===== src/design/rsl_pkg.sv =====
// Shared types, widths and constants for the radial spotlight luminance block.
// No dependencies; every other design file imports this package.
package rsl_pkg;

  localparam int COORD_W     = 12;
  localparam int LUM_W       = 16;
  localparam int CFG_DATA_W  = 12;
  localparam int CFG_IDX_W   = 1;
  localparam int COORD_LIMIT = 4096;
  localparam int LIM_W       = 17;

  // Distance path
  localparam int SQ_W      = 2 * COORD_W;
  localparam int D2_W      = SQ_W + 1;
  localparam int NEAR_D2_W = 15;
  localparam logic [D2_W-1:0] NEAR_LIMIT_SQ = 25'd25600;

  // Square root: Q8.8 distance from a radicand of d2 * 2^16
  localparam int ROOT_W      = 16;
  localparam int RAD_W       = 2 * ROOT_W;
  localparam int RAD_FRAC_W  = 16;
  localparam int REM_W       = ROOT_W + 3;
  localparam int SQRT_STAGES = 4;
  localparam int SQRT_STEPS  = ROOT_W / SQRT_STAGES;

  // Scaling: lum * factor / 51200, with 51200 = 2^11 * 25
  localparam int FACTOR_W     = 16;
  localparam int PROD_W       = LUM_W + FACTOR_W;
  localparam int DIV_SHIFT    = 11;
  localparam int Q_W          = PROD_W - DIV_SHIFT;
  localparam int RECIP_W      = 17;
  localparam int RECIP_SHIFT  = 21;
  localparam int QM_W         = Q_W + RECIP_W;
  localparam int RES_W        = 6;
  localparam logic [FACTOR_W-1:0] SCALE_Q8   = 16'd51200;
  localparam logic [FACTOR_W-1:0] FAR_FACTOR = 16'd10240;
  localparam logic [RECIP_W-1:0]  RECIP_25   = 17'd83886;
  localparam logic [Q_W-1:0]      DIVISOR_Q  = 21'd25;
  localparam logic [RES_W-1:0]    DIVISOR_R  = 6'd25;
  localparam logic [RES_W-1:0]    RESID_MAX  = 6'd50;

  typedef logic [COORD_W-1:0]    coord_t;
  typedef logic [LUM_W-1:0]      lum_t;
  typedef logic [CFG_IDX_W-1:0]  cfg_idx_t;
  typedef logic [CFG_DATA_W-1:0] cfg_data_t;

  localparam cfg_idx_t CFG_CENTER_X = 1'b0;
  localparam cfg_idx_t CFG_CENTER_Y = 1'b1;

  typedef struct packed {
    logic   valid;
    coord_t px;
    coord_t py;
    lum_t   lum;
  } pix_item_t;

  typedef struct packed {
    logic                 valid;
    logic                 far;
    logic [NEAR_D2_W-1:0] d2;
    lum_t                 lum;
  } dist_item_t;

  typedef struct packed {
    logic              valid;
    logic              far;
    logic [ROOT_W-1:0] root;
    lum_t              lum;
  } root_item_t;

  function automatic coord_t clamp_coord(coord_t v);
    coord_t res;
    res = v;
    if (LIM_W'(v) >= LIM_W'(COORD_LIMIT)) res = COORD_W'(COORD_LIMIT - 1);
    return res;
  endfunction

endpackage


===== src/design/rsl_dist.sv =====
// Distance front end: clamp, absolute differences, squares, near/far split.
// Three register stages; depends on rsl_pkg.
module rsl_dist (
  input  logic               clk,
  input  logic               rst_n,
  input  rsl_pkg::coord_t    center_x,
  input  rsl_pkg::coord_t    center_y,
  input  rsl_pkg::pix_item_t up,
  output logic               up_ready,
  output rsl_pkg::dist_item_t down,
  input  logic               down_ready
);
  import rsl_pkg::*;

  logic            v1_r, v2_r, v3_r;
  coord_t          dx1_r, dy1_r;
  lum_t            lum1_r, lum2_r, lum3_r;
  logic [SQ_W-1:0] sqx2_r, sqy2_r;
  logic            far3_r;
  logic [NEAR_D2_W-1:0] d23_r;

  logic rdy1, rdy2, rdy3;
  coord_t px, py, cx, cy, dx_nxt, dy_nxt;
  logic [SQ_W-1:0] sqx_nxt, sqy_nxt;
  logic [D2_W-1:0] sum_w;
  logic            far_nxt;
  logic [NEAR_D2_W-1:0] d2_nxt;

  assign rdy3     = !v3_r || down_ready;
  assign rdy2     = !v2_r || rdy3;
  assign rdy1     = !v1_r || rdy2;
  assign up_ready = rdy1;

  always_comb begin
    px = clamp_coord(up.px);
    py = clamp_coord(up.py);
    cx = clamp_coord(center_x);
    cy = clamp_coord(center_y);
    dx_nxt  = (px >= cx) ? px - cx : cx - px;
    dy_nxt  = (py >= cy) ? py - cy : cy - py;
    sqx_nxt = SQ_W'(dx1_r) * SQ_W'(dx1_r);
    sqy_nxt = SQ_W'(dy1_r) * SQ_W'(dy1_r);
    sum_w   = D2_W'(sqx2_r) + D2_W'(sqy2_r);
    far_nxt = sum_w > NEAR_LIMIT_SQ;
    d2_nxt  = far_nxt ? '0 : sum_w[NEAR_D2_W-1:0];
  end

  always_ff @(posedge clk) begin
    if (!rst_n) begin
      v1_r <= 1'b0;
      v2_r <= 1'b0;
      v3_r <= 1'b0;
    end else begin
      if (rdy1) v1_r <= up.valid;
      if (rdy2) v2_r <= v1_r;
      if (rdy3) v3_r <= v2_r;
    end
  end

  always_ff @(posedge clk) begin
    if (rdy1) begin
      dx1_r  <= dx_nxt;
      dy1_r  <= dy_nxt;
      lum1_r <= up.lum;
    end
    if (rdy2) begin
      sqx2_r <= sqx_nxt;
      sqy2_r <= sqy_nxt;
      lum2_r <= lum1_r;
    end
    if (rdy3) begin
      far3_r <= far_nxt;
      d23_r  <= d2_nxt;
      lum3_r <= lum2_r;
    end
  end

  assign down = '{valid: v3_r, far: far3_r, d2: d23_r, lum: lum3_r};

endmodule


===== src/design/rsl_sqrt.sv =====
// Pipelined digit-by-digit square root of d2 * 2^16, four result bits per stage.
// Depends on rsl_pkg.
module rsl_sqrt (
  input  logic                clk,
  input  logic                rst_n,
  input  rsl_pkg::dist_item_t up,
  output logic                up_ready,
  output rsl_pkg::root_item_t down,
  input  logic                down_ready
);
  import rsl_pkg::*;

  logic                 v_r    [SQRT_STAGES];
  logic                 far_r  [SQRT_STAGES];
  logic [NEAR_D2_W-1:0] d2_r   [SQRT_STAGES];
  lum_t                 lum_r  [SQRT_STAGES];
  logic [REM_W-1:0]     rem_r  [SQRT_STAGES];
  logic [ROOT_W-1:0]    root_r [SQRT_STAGES];

  logic                 rdy      [SQRT_STAGES+1];
  logic                 v_nxt    [SQRT_STAGES];
  logic                 far_nxt  [SQRT_STAGES];
  logic [NEAR_D2_W-1:0] d2_nxt   [SQRT_STAGES];
  lum_t                 lum_nxt  [SQRT_STAGES];
  logic [REM_W-1:0]     rem_nxt  [SQRT_STAGES];
  logic [ROOT_W-1:0]    root_nxt [SQRT_STAGES];

  always_comb begin
    logic [REM_W-1:0]  rem_w;
    logic [ROOT_W-1:0] root_w;
    logic [RAD_W-1:0]  rad_w;
    logic [REM_W-1:0]  trial_w;
    rdy[SQRT_STAGES] = down_ready;
    for (int k = SQRT_STAGES - 1; k >= 0; k--) begin
      rdy[k] = !v_r[k] || rdy[k+1];
    end
    for (int k = 0; k < SQRT_STAGES; k++) begin
      if (k == 0) begin
        rem_w      = '0;
        root_w     = '0;
        v_nxt[k]   = up.valid;
        far_nxt[k] = up.far;
        d2_nxt[k]  = up.d2;
        lum_nxt[k] = up.lum;
      end else begin
        rem_w      = rem_r[k-1];
        root_w     = root_r[k-1];
        v_nxt[k]   = v_r[k-1];
        far_nxt[k] = far_r[k-1];
        d2_nxt[k]  = d2_r[k-1];
        lum_nxt[k] = lum_r[k-1];
      end
      rad_w = {1'b0, d2_nxt[k], {RAD_FRAC_W{1'b0}}};
      for (int j = 0; j < SQRT_STEPS; j++) begin
        // bring down the next pair of radicand bits, then try a one bit
        rem_w   = {rem_w[REM_W-3:0], rad_w[RAD_W-1-2*(k*SQRT_STEPS+j) -: 2]};
        trial_w = {1'b0, root_w, 2'b01};
        if (rem_w >= trial_w) begin
          rem_w  = rem_w - trial_w;
          root_w = {root_w[ROOT_W-2:0], 1'b1};
        end else begin
          root_w = {root_w[ROOT_W-2:0], 1'b0};
        end
      end
      rem_nxt[k]  = rem_w;
      root_nxt[k] = root_w;
    end
  end

  always_ff @(posedge clk) begin
    for (int k = 0; k < SQRT_STAGES; k++) begin
      if (!rst_n) begin
        v_r[k] <= 1'b0;
      end else if (rdy[k]) begin
        v_r[k] <= v_nxt[k];
      end
    end
  end

  always_ff @(posedge clk) begin
    for (int k = 0; k < SQRT_STAGES; k++) begin
      if (rdy[k]) begin
        far_r[k]  <= far_nxt[k];
        d2_r[k]   <= d2_nxt[k];
        lum_r[k]  <= lum_nxt[k];
        rem_r[k]  <= rem_nxt[k];
        root_r[k] <= root_nxt[k];
      end
    end
  end

  assign up_ready = rdy[0];
  assign down = '{valid: v_r[SQRT_STAGES-1], far: far_r[SQRT_STAGES-1],
                  root: root_r[SQRT_STAGES-1], lum: lum_r[SQRT_STAGES-1]};

  // root^2 + remainder must rebuild the radicand exactly
  a_root_exact: assert property (@(posedge clk) disable iff (!rst_n)
    v_r[SQRT_STAGES-1] |->
      (33'(root_r[SQRT_STAGES-1]) * 33'(root_r[SQRT_STAGES-1])
       + 33'(rem_r[SQRT_STAGES-1]))
      == 33'({1'b0, d2_r[SQRT_STAGES-1], {RAD_FRAC_W{1'b0}}}))
    else $error("square root result does not match radicand");

endmodule


===== src/design/rsl_scale.sv =====
// Factor selection, luminance product and division by 51200 via reciprocal.
// Four register stages, the last is the output register; depends on rsl_pkg.
module rsl_scale (
  input  logic                clk,
  input  logic                rst_n,
  input  rsl_pkg::root_item_t up,
  output logic                up_ready,
  output logic                out_valid,
  output rsl_pkg::lum_t       out_lum,
  input  logic                out_stall
);
  import rsl_pkg::*;

  logic              v1_r, v2_r, v3_r, out_valid_r;
  logic [PROD_W-1:0] prod1_r;
  lum_t              lum1_r, lum2_r, lum3_r, lum4_r;
  logic [QM_W-1:0]   qm2_r;
  logic [Q_W-1:0]    q2_r;
  lum_t              quo3_r;
  logic [RES_W-1:0]  res3_r;
  lum_t              out_lum_r;

  logic rdy1, rdy2, rdy3, rdy4;
  logic [FACTOR_W-1:0] root_lim, factor;
  logic [PROD_W-1:0]   prod_nxt;
  logic [Q_W-1:0]      q_nxt;
  logic [QM_W-1:0]     qm_nxt;
  logic [QM_W-RECIP_SHIFT-1:0] quo_w;
  logic [Q_W-1:0]      res_w;
  lum_t                out_lum_nxt;

  assign rdy4     = !out_valid_r || !out_stall;
  assign rdy3     = !v3_r || rdy4;
  assign rdy2     = !v2_r || rdy3;
  assign rdy1     = !v1_r || rdy2;
  assign up_ready = rdy1;

  always_comb begin
    // far pixels: factor 0.2 is 10240 / 51200
    root_lim = (up.root > SCALE_Q8) ? SCALE_Q8 : up.root;
    factor   = up.far ? FAR_FACTOR : SCALE_Q8 - root_lim;
    prod_nxt = PROD_W'(up.lum) * PROD_W'(factor);
    q_nxt    = prod1_r[PROD_W-1 -: Q_W];
    qm_nxt   = QM_W'(q_nxt) * QM_W'(RECIP_25);
    // estimate is low by at most one, so the residue stays below 50
    quo_w    = qm2_r[QM_W-1:RECIP_SHIFT];
    res_w    = q2_r - Q_W'(quo_w) * DIVISOR_Q;
    out_lum_nxt = (res3_r >= DIVISOR_R) ? quo3_r + 1'b1 : quo3_r;
  end

  always_ff @(posedge clk) begin
    if (!rst_n) begin
      v1_r        <= 1'b0;
      v2_r        <= 1'b0;
      v3_r        <= 1'b0;
      out_valid_r <= 1'b0;
    end else begin
      if (rdy1) v1_r        <= up.valid;
      if (rdy2) v2_r        <= v1_r;
      if (rdy3) v3_r        <= v2_r;
      if (rdy4) out_valid_r <= v3_r;
    end
  end

  always_ff @(posedge clk) begin
    if (rdy1) begin
      prod1_r <= prod_nxt;
      lum1_r  <= up.lum;
    end
    if (rdy2) begin
      qm2_r  <= qm_nxt;
      q2_r   <= q_nxt;
      lum2_r <= lum1_r;
    end
    if (rdy3) begin
      quo3_r <= quo_w[LUM_W-1:0];
      res3_r <= res_w[RES_W-1:0];
      lum3_r <= lum2_r;
    end
    if (rdy4) begin
      out_lum_r <= out_lum_nxt;
      lum4_r    <= lum3_r;
    end
  end

  assign out_valid = out_valid_r;
  assign out_lum   = out_lum_r;

  a_resid_bound: assert property (@(posedge clk) disable iff (!rst_n)
    v3_r |-> res3_r < RESID_MAX)
    else $error("reciprocal quotient estimate off by more than one");

  a_no_gain: assert property (@(posedge clk) disable iff (!rst_n)
    out_valid_r |-> out_lum_r <= lum4_r)
    else $error("dimmed luminance exceeds input luminance");

endmodule


===== src/design/radial_spotlight_luminance.sv =====
// Register stages from input acceptance to out_valid: 3 distance, 4 root, 4 scale.
// Throughput: one transaction per cycle while out_stall is low; every stage is a register with its own valid bit.
// The 16-bit square root, four result bits per stage, and the two multiplies set the depth.
// Back-pressure ripples stage by stage, so bubbles are squeezed out while out_stall is high.
// Synchronous active-low reset clears all valid bits and sets both centre registers to 0.
module radial_spotlight_luminance (
  input  logic                clk,
  input  logic                rst_n,
  input  logic                in_valid,
  output logic                in_stall,
  input  rsl_pkg::coord_t     in_pixel_x,
  input  rsl_pkg::coord_t     in_pixel_y,
  input  rsl_pkg::lum_t       in_lum_in,
  output logic                out_valid,
  input  logic                out_stall,
  output rsl_pkg::lum_t       out_lum_out,
  input  logic                cfg_we,
  input  rsl_pkg::cfg_idx_t   cfg_index,
  input  rsl_pkg::cfg_data_t  cfg_wdata
);
  import rsl_pkg::*;

  // Spotlight centre; the user must write it only while the pipeline is empty (not enforced).
  coord_t center_x_r, center_y_r;
  coord_t center_x_nxt, center_y_nxt;

  pix_item_t  pix_item;
  dist_item_t dist_item;
  root_item_t root_item;
  logic       dist_ready, sqrt_ready, scale_ready;

  always_comb begin
    center_x_nxt = center_x_r;
    center_y_nxt = center_y_r;
    if (cfg_we) begin
      unique case (cfg_index)
        CFG_CENTER_X: center_x_nxt = cfg_wdata[COORD_W-1:0];
        CFG_CENTER_Y: center_y_nxt = cfg_wdata[COORD_W-1:0];
        default: ;
      endcase
    end
  end

  always_ff @(posedge clk) begin
    if (!rst_n) begin
      center_x_r <= '0;
      center_y_r <= '0;
    end else begin
      center_x_r <= center_x_nxt;
      center_y_r <= center_y_nxt;
    end
  end

  // Hand the incoming transaction to the distance stages.
  assign pix_item = '{valid: in_valid, px: in_pixel_x, py: in_pixel_y, lum: in_lum_in};
  // Hold the source whenever the first stage cannot advance.
  assign in_stall = !dist_ready;

  rsl_dist u_dist (
    .clk        (clk),
    .rst_n      (rst_n),
    .center_x   (center_x_r),
    .center_y   (center_y_r),
    .up         (pix_item),
    .up_ready   (dist_ready),
    .down       (dist_item),
    .down_ready (sqrt_ready)
  );

  // Far pixels still flow through the root stages; their root is ignored.
  rsl_sqrt u_sqrt (
    .clk        (clk),
    .rst_n      (rst_n),
    .up         (dist_item),
    .up_ready   (sqrt_ready),
    .down       (root_item),
    .down_ready (scale_ready)
  );

  rsl_scale u_scale (
    .clk       (clk),
    .rst_n     (rst_n),
    .up        (root_item),
    .up_ready  (scale_ready),
    .out_valid (out_valid),
    .out_lum   (out_lum_out),
    .out_stall (out_stall)
  );

  // An empty output register must never push back on the source.
  a_empty_no_stall: assert property (@(posedge clk) disable iff (!rst_n)
    !out_valid |-> !in_stall)
    else $error("input stalled while output register is empty");

endmodule

===== config.mk =====
export PLATFORM = sky130hd
export DESIGN_NAME = radial_spotlight_luminance
export DESIGN_NICKNAME = d
export VERILOG_FILES = /design/src/design/rsl_pkg.sv /design/src/design/rsl_dist.sv /design/src/design/rsl_sqrt.sv /design/src/design/rsl_scale.sv /design/src/design/radial_spotlight_luminance.sv
export SDC_FILE = /design/constraint.sdc
export NUM_CORES = 2
export LEC_CHECK = 0
export ABC_AREA = 1
export BUFFER_PORTS_ARGS = -buffer_cell sky130_fd_sc_hd__buf_4
export CAP_MARGIN = 5
export CORE_UTILIZATION = 45
export DETAILED_ROUTE_END_ITERATION = 16
export MAX_ROUTING_LAYER = met4
export PLACE_DENSITY_LB_ADDON = 0.2
export SLEW_MARGIN = 20
export SYNTH_ARGS = -nofsm -noshare
export SYNTH_HDL_FRONTEND = slang
export SYNTH_HIERARCHICAL = 1
export SYNTH_SLANG_ARGS = --single-unit

===== constraint.sdc =====
create_clock -name clk -period 15.2 [get_ports clk]
set_clock_uncertainty 0.15 [all_clocks]
set_input_delay 1.52 -clock clk [delete_from_list [all_inputs] [get_ports clk]]
set_output_delay 1.52 -clock clk [all_outputs]
set_load 0.1 [all_outputs]

* Yosys cells after proc, flatten, opt, wreduce, memory -nomap -nowiden
Memory sizes are Yosys's and may differ from the RTL's.
Cells that the tools add are included.
W data, S select, Z words.
** Storage, ports and cells
- Register bits after elaboration :: 280
- Memory bits (writable) :: 272
- Output and inout port bits :: 18
- Word-level logic and storage cells :: 169
- Memories :: 6
** Memory list
- u_sqrt.rem_r :: depth 4, bits a word 19, rd ports 3, clocked after Yosys merged registers in 0, wr ports 4, RTL line rsl_sqrt.sv:17 : logic [REM_W-1:0] rem_r [SQRT_STAGES];
- u_sqrt.lum_r :: depth 4, bits a word 16, rd ports 4, clocked after Yosys merged registers in 0, wr ports 4, RTL line rsl_sqrt.sv:16 : lum_t lum_r [SQRT_STAGES];
- u_sqrt.root_r :: depth 4, bits a word 16, rd ports 4, clocked after Yosys merged registers in 0, wr ports 4, RTL line rsl_sqrt.sv:18 : logic [ROOT_W-1:0] root_r [SQRT_STAGES];
- u_sqrt.d2_r :: depth 4, bits a word 15, rd ports 3, clocked after Yosys merged registers in 0, wr ports 4, RTL line rsl_sqrt.sv:15 : logic [NEAR_D2_W-1:0] d2_r [SQRT_STAGES];
- u_sqrt.far_r :: depth 4, bits a word 1, rd ports 4, clocked after Yosys merged registers in 0, wr ports 4, RTL line rsl_sqrt.sv:14 : logic far_r [SQRT_STAGES];
- u_sqrt.v_r :: depth 4, bits a word 1, rd ports 4, clocked after Yosys merged registers in 0, wr ports 4, RTL line rsl_sqrt.sv:13 : logic v_r [SQRT_STAGES];
** Operators by class
- Add/subtract/negate cells :: 24
- $mul :: 5
- Order comparisons :: 21
- Mux-type cells :: 58
- Bitwise operators :: 5
- Reductions and logical operators :: 26
** Operator list (number)
- $ge A19 B18 Y1 :: 12
- $mux W17 :: 12
- $sub A17 B17 Y17 :: 9
- $mux W19 :: 4
- $sub A19 B18 Y19 :: 3
- $mul A12 B12 Y24 :: 2
- $mux W16 :: 3
- $sub A12 B12 Y12 :: 4
- $mul A21 B16 Y37 const B :: 1
- $mux W1 :: 37
- $mul A16 B16 Y32 :: 1
- $add A24 B24 Y25 :: 1
- $gt A25 B15 Y1 const B :: 1
- $ge A12 B12 Y1 :: 2
- $mux W12 :: 2
- $ge A19 B3 Y1 :: 1
- $ge A19 B4 Y1 :: 1
- $ge A19 B5 Y1 :: 1
- $sub A19 B5 Y19 :: 1
- $mul A17 B5 Y6 const B :: 1
- $sub A17 B3 Y17 :: 1
- $sub A17 B4 Y17 :: 1
- $add A16 B1 Y16 const B :: 1
- $gt A16 B16 Y1 const B :: 1
- other kinds (10) :: 36

* Logic depth before layout (Yosys ltp)
- Depth after elaboration :: 13
- Depth in mapped cells :: 54

* Hierarchy
The synthesis kept the hierarchy.
** By module, submodules not included
- rsl_scale :: times used 1, cells an instance 2088, area an instance 18924.4 um^2, seq. area each 2512.4 um^2
- rsl_dist :: times used 1, cells an instance 1897, area an instance 16113.0 um^2, seq. area each 4083.9 um^2
- rsl_sqrt :: times used 1, cells an instance 1870, area an instance 14395.1 um^2, seq. area each 5094.9 um^2
- radial_spotlight_luminance :: times used 1, cells an instance 134, area an instance 954.7 um^2, seq. area each 480.5 um^2

* Worst setup path after synthesis
No wires, ideal clock.
- Path kind :: input to output
- Start :: input out_stall
- End :: output in_stall
- Arrival :: 9118 ps
- Data required time :: 13530 ps
- Slack :: 4412 ps
- Cell stages on the path :: 16
- Cell sequence :: nand2_1 -> nor2_1 -> inv_1 -> nor2_1 -> nand2_1 -> nor2_1 -> inv_1 -> nor2_1 -> inv_1 -> nor2_1 -> nand2_1 -> inv_1 -> nand2_1 -> nor2_1 -> nand2_1 -> inv_1
** RTL lines
- start: declaration :: RTL line radial_spotlight_luminance.sv:15 : input logic out_stall,
- end: declaration :: RTL line radial_spotlight_luminance.sv:10 : output logic in_stall,

==> results.toml <==
[yosys]
ys_seq_area_share_pct = 24.2
synth_common_cells = "inv_1, nand2_1, ha_1"
yosys-top-cells-area = "edfxtp_1, fa_1, ha_1"
synth_edf_count = 384
yosysMostFrequentCell = "inv_1"
ys_warn_count = 6
ys_seq_elements = 416
ys_async_sr_fraction_pct = 0
synth_cell_types = 70
post-synth-top-area-fraction_pct = 22.9
ys.flop_type = "edfxtp_1"
avgSynthCellArea_um2 = 8.41
synth_cells = 5989
yosysTopAreaCell = "edfxtp_1"
synthesis.nets = 7150
synth_area_um2 = 50400

[worst_setup_path]
critPathArrivalTime_ps = 9330
slowest_delay_ps = 470
cp_common_cell = "nand2_1"
cp_max_fo = 19
crit_type = "reg2reg"
crit_required_ps = 15420
endpoint_kind = "flip-flop"
cp_slowest_cell = "nand2_1"
cp-start-kind = "flip-flop"

[floorplanning]
fp.dieW_um = 337
die-height_um = 337
core_um2 = 111000
rows = 122
dieArea_um2 = 113000
start_util_pct = 45.5
boundaryPins = 76

[clock_tree]
cts_hold_buf = 0
cts_buffers = 51
clkTransAtPathRegs_ps = 60
cts_tree = "built"
cts-root-buf = "clkbuf_16"
clk_latency_ps = 640
postCtsSetupRepairBufs = 0
cts_resized = 0
clock_sinks = 416
htreeDepth = 2
cts_buffer_depth = 3

[sta]
setup_viol = 0
maxSlewHeadroom_pct = 37.1
fin_tns_setup_ps = 0
rsz0062_at_grt = "false"
drv_slew = 0
worstMarginPinSlew_ps = 942
fmax_mhz = 110
report.final.hold_viol_count = 0
min_period_ps = 9110
timing.final.crit_share_pct = 59.9

[place]
gp_congestion = 0.931
hpwl_mm = 97.0
io_buffers = 75

[global_route]
grt_overflow_total = 0
track_usage_pct = 21.8
grt_max_degree = 63
grt_pass1_wl_mm = 193
antenna_found_initial = 0
grt_pass1_vias = 38200

[route]
via_count = 38400
drt-total-wl_mm = 117
initialDrtViolationCount = 2186
ant_nets = 0
dr.pass1.iters = 5
vias_per_cell = 5.08
drc = 0
routedWlPerCell_um = 15.5

[run_status]
status = "complete, no violations"

[layout]
n_fill_cell = 10800
drive_gt1_share_pct = 5.28
area_delta_synth_final_pct = 7.29
fin_nets = 7185
antenna_cells = 0

[hold_path]
holdCritPathClass = "reg2reg"

[job]
maxCapViolations = 0
## routing by layer
metal	track usage [%]	up-vias	share of wire [%]
li1	-	19100	-
met1	29.1	18300	46
met2	34.9	781	46
met3	2.89	147	4.8
met4	5.61	0	2.4
met5	-	-	0
## metrics by stage
step / instances / cell area, µm² / setup WS [ps] / hold WS, ps / utilization, %
after detailed placement: 7459 / 52400 / 6150 / 255 / 47.3
after CTS: 7554 / 54100 / 6120 / 267 / 48.8
after floorplan: 5989 / 50400 / 4410 / 250 / -
final: 7554 / 54100 / 6090 / 264 / 48.8
after global placement: 7459 / 52400 / 6300 / 251 / 47.3
after global routing: 7554 / 54100 / 4970 / 273 / 48.8
## layout by cell type (no fill, tap or decap), drive strengths merged, types with 4 or more instances in the layout
master and n:
a211oi 10, a21boi 5, a21o 12, a21oi 302, a221oi 6, a31oi 11, and2 8, buf 85
bufinv 5, clkbuf 59, clkinv 36, dfxtp 32, edfxtp 384, fa 505, ha 598, inv 1236
nand2 1232, nand3 270, nand3b 14, nand4 97, nor2 502, nor3 56, nor4 8, o2111ai 8
o211ai 12, o21a 13, o21ai 242, o21bai 27, or2 10, or3 4, xnor2 93, xor2 154
## registers in the layout (all words and copies together), names as in the netlist, 12 cells and up
register / cells
u_sqrt/lum_r: 64
u_sqrt/rem_r: 51
u_sqrt/root_r: 38
u_dist/sqx2_r: 23
u_dist/sqy2_r: 23
u_scale/prod1_r: 21
u_dist/lum1_r: 16
u_dist/lum2_r: 16
u_dist/lum3_r: 16
u_scale/out_lum: 16
u_scale/qm2_r: 16
u_scale/quo3_r: 16
u_dist/d23_r: 15
center_x_r: 12
center_y_r: 12
u_dist/dx1_r: 12
u_dist/dy1_r: 12
## critical path: cells and delay by family, from the launching register on
kind,cells,cell delay (ps)
compound gates,13,2350
buf+inv,8,1340
flops,1,400
fa+ha+maj,4,1390
simple gates,25,3190
## path summary, 6_finish.rpt
check / start / endpoint / slack (ps) / depth (start not counted)
worst min register to register: u_dist/lum2_r[13]$_DFFE_PP_ / u_dist/lum3_r[13]$_DFFE_PP_ / 260 / 0
worst max-delay path: u_sqrt/root_r[1][2]$_DFFE_PP_ / u_sqrt/rem_r[2][16]$_DFFE_PP_ / 6090 / 50
worst max register to register: u_sqrt/root_r[1][2]$_DFFE_PP_ / u_sqrt/rem_r[2][16]$_DFFE_PP_ / 6090 / 50
worst min-delay path: u_dist/lum2_r[13]$_DFFE_PP_ / u_dist/lum3_r[13]$_DFFE_PP_ / 260 / 0
## logic make-up (layout without fill, tap and decap cells)
kind of cell    Yosys count  in the layout  synth area share [%]
buf+inv                1347           1424                  10.3
compound gates          663            663                  7.37
mux                       4              4                0.0869
fa+ha+maj              1103           1103                  34.9
xor+xnor                247            247                  4.29
flops                   416            416                  24.2
simple gates           2209           2209                  18.9
## layout make-up
type / instances / area (µm²) / share of cell area, %
Inverter: 1244 / 4670 / 8.64
Multi-Input combinational cell: 4226 / 33000 / 61.1
Timing Repair Buffer: 85 / 638 / 1.18
Tap cell: 1488 / 1860 / 3.44
Sequential cell: 416 / 12200 / 22.5
Clock buffer: 59 / 1310 / 2.42
Clock inverter: 36 / 373 / 0.690
Power is not shown: default switching activity piles up to over one toggle a cycle in this logic, so the estimate is an artifact.
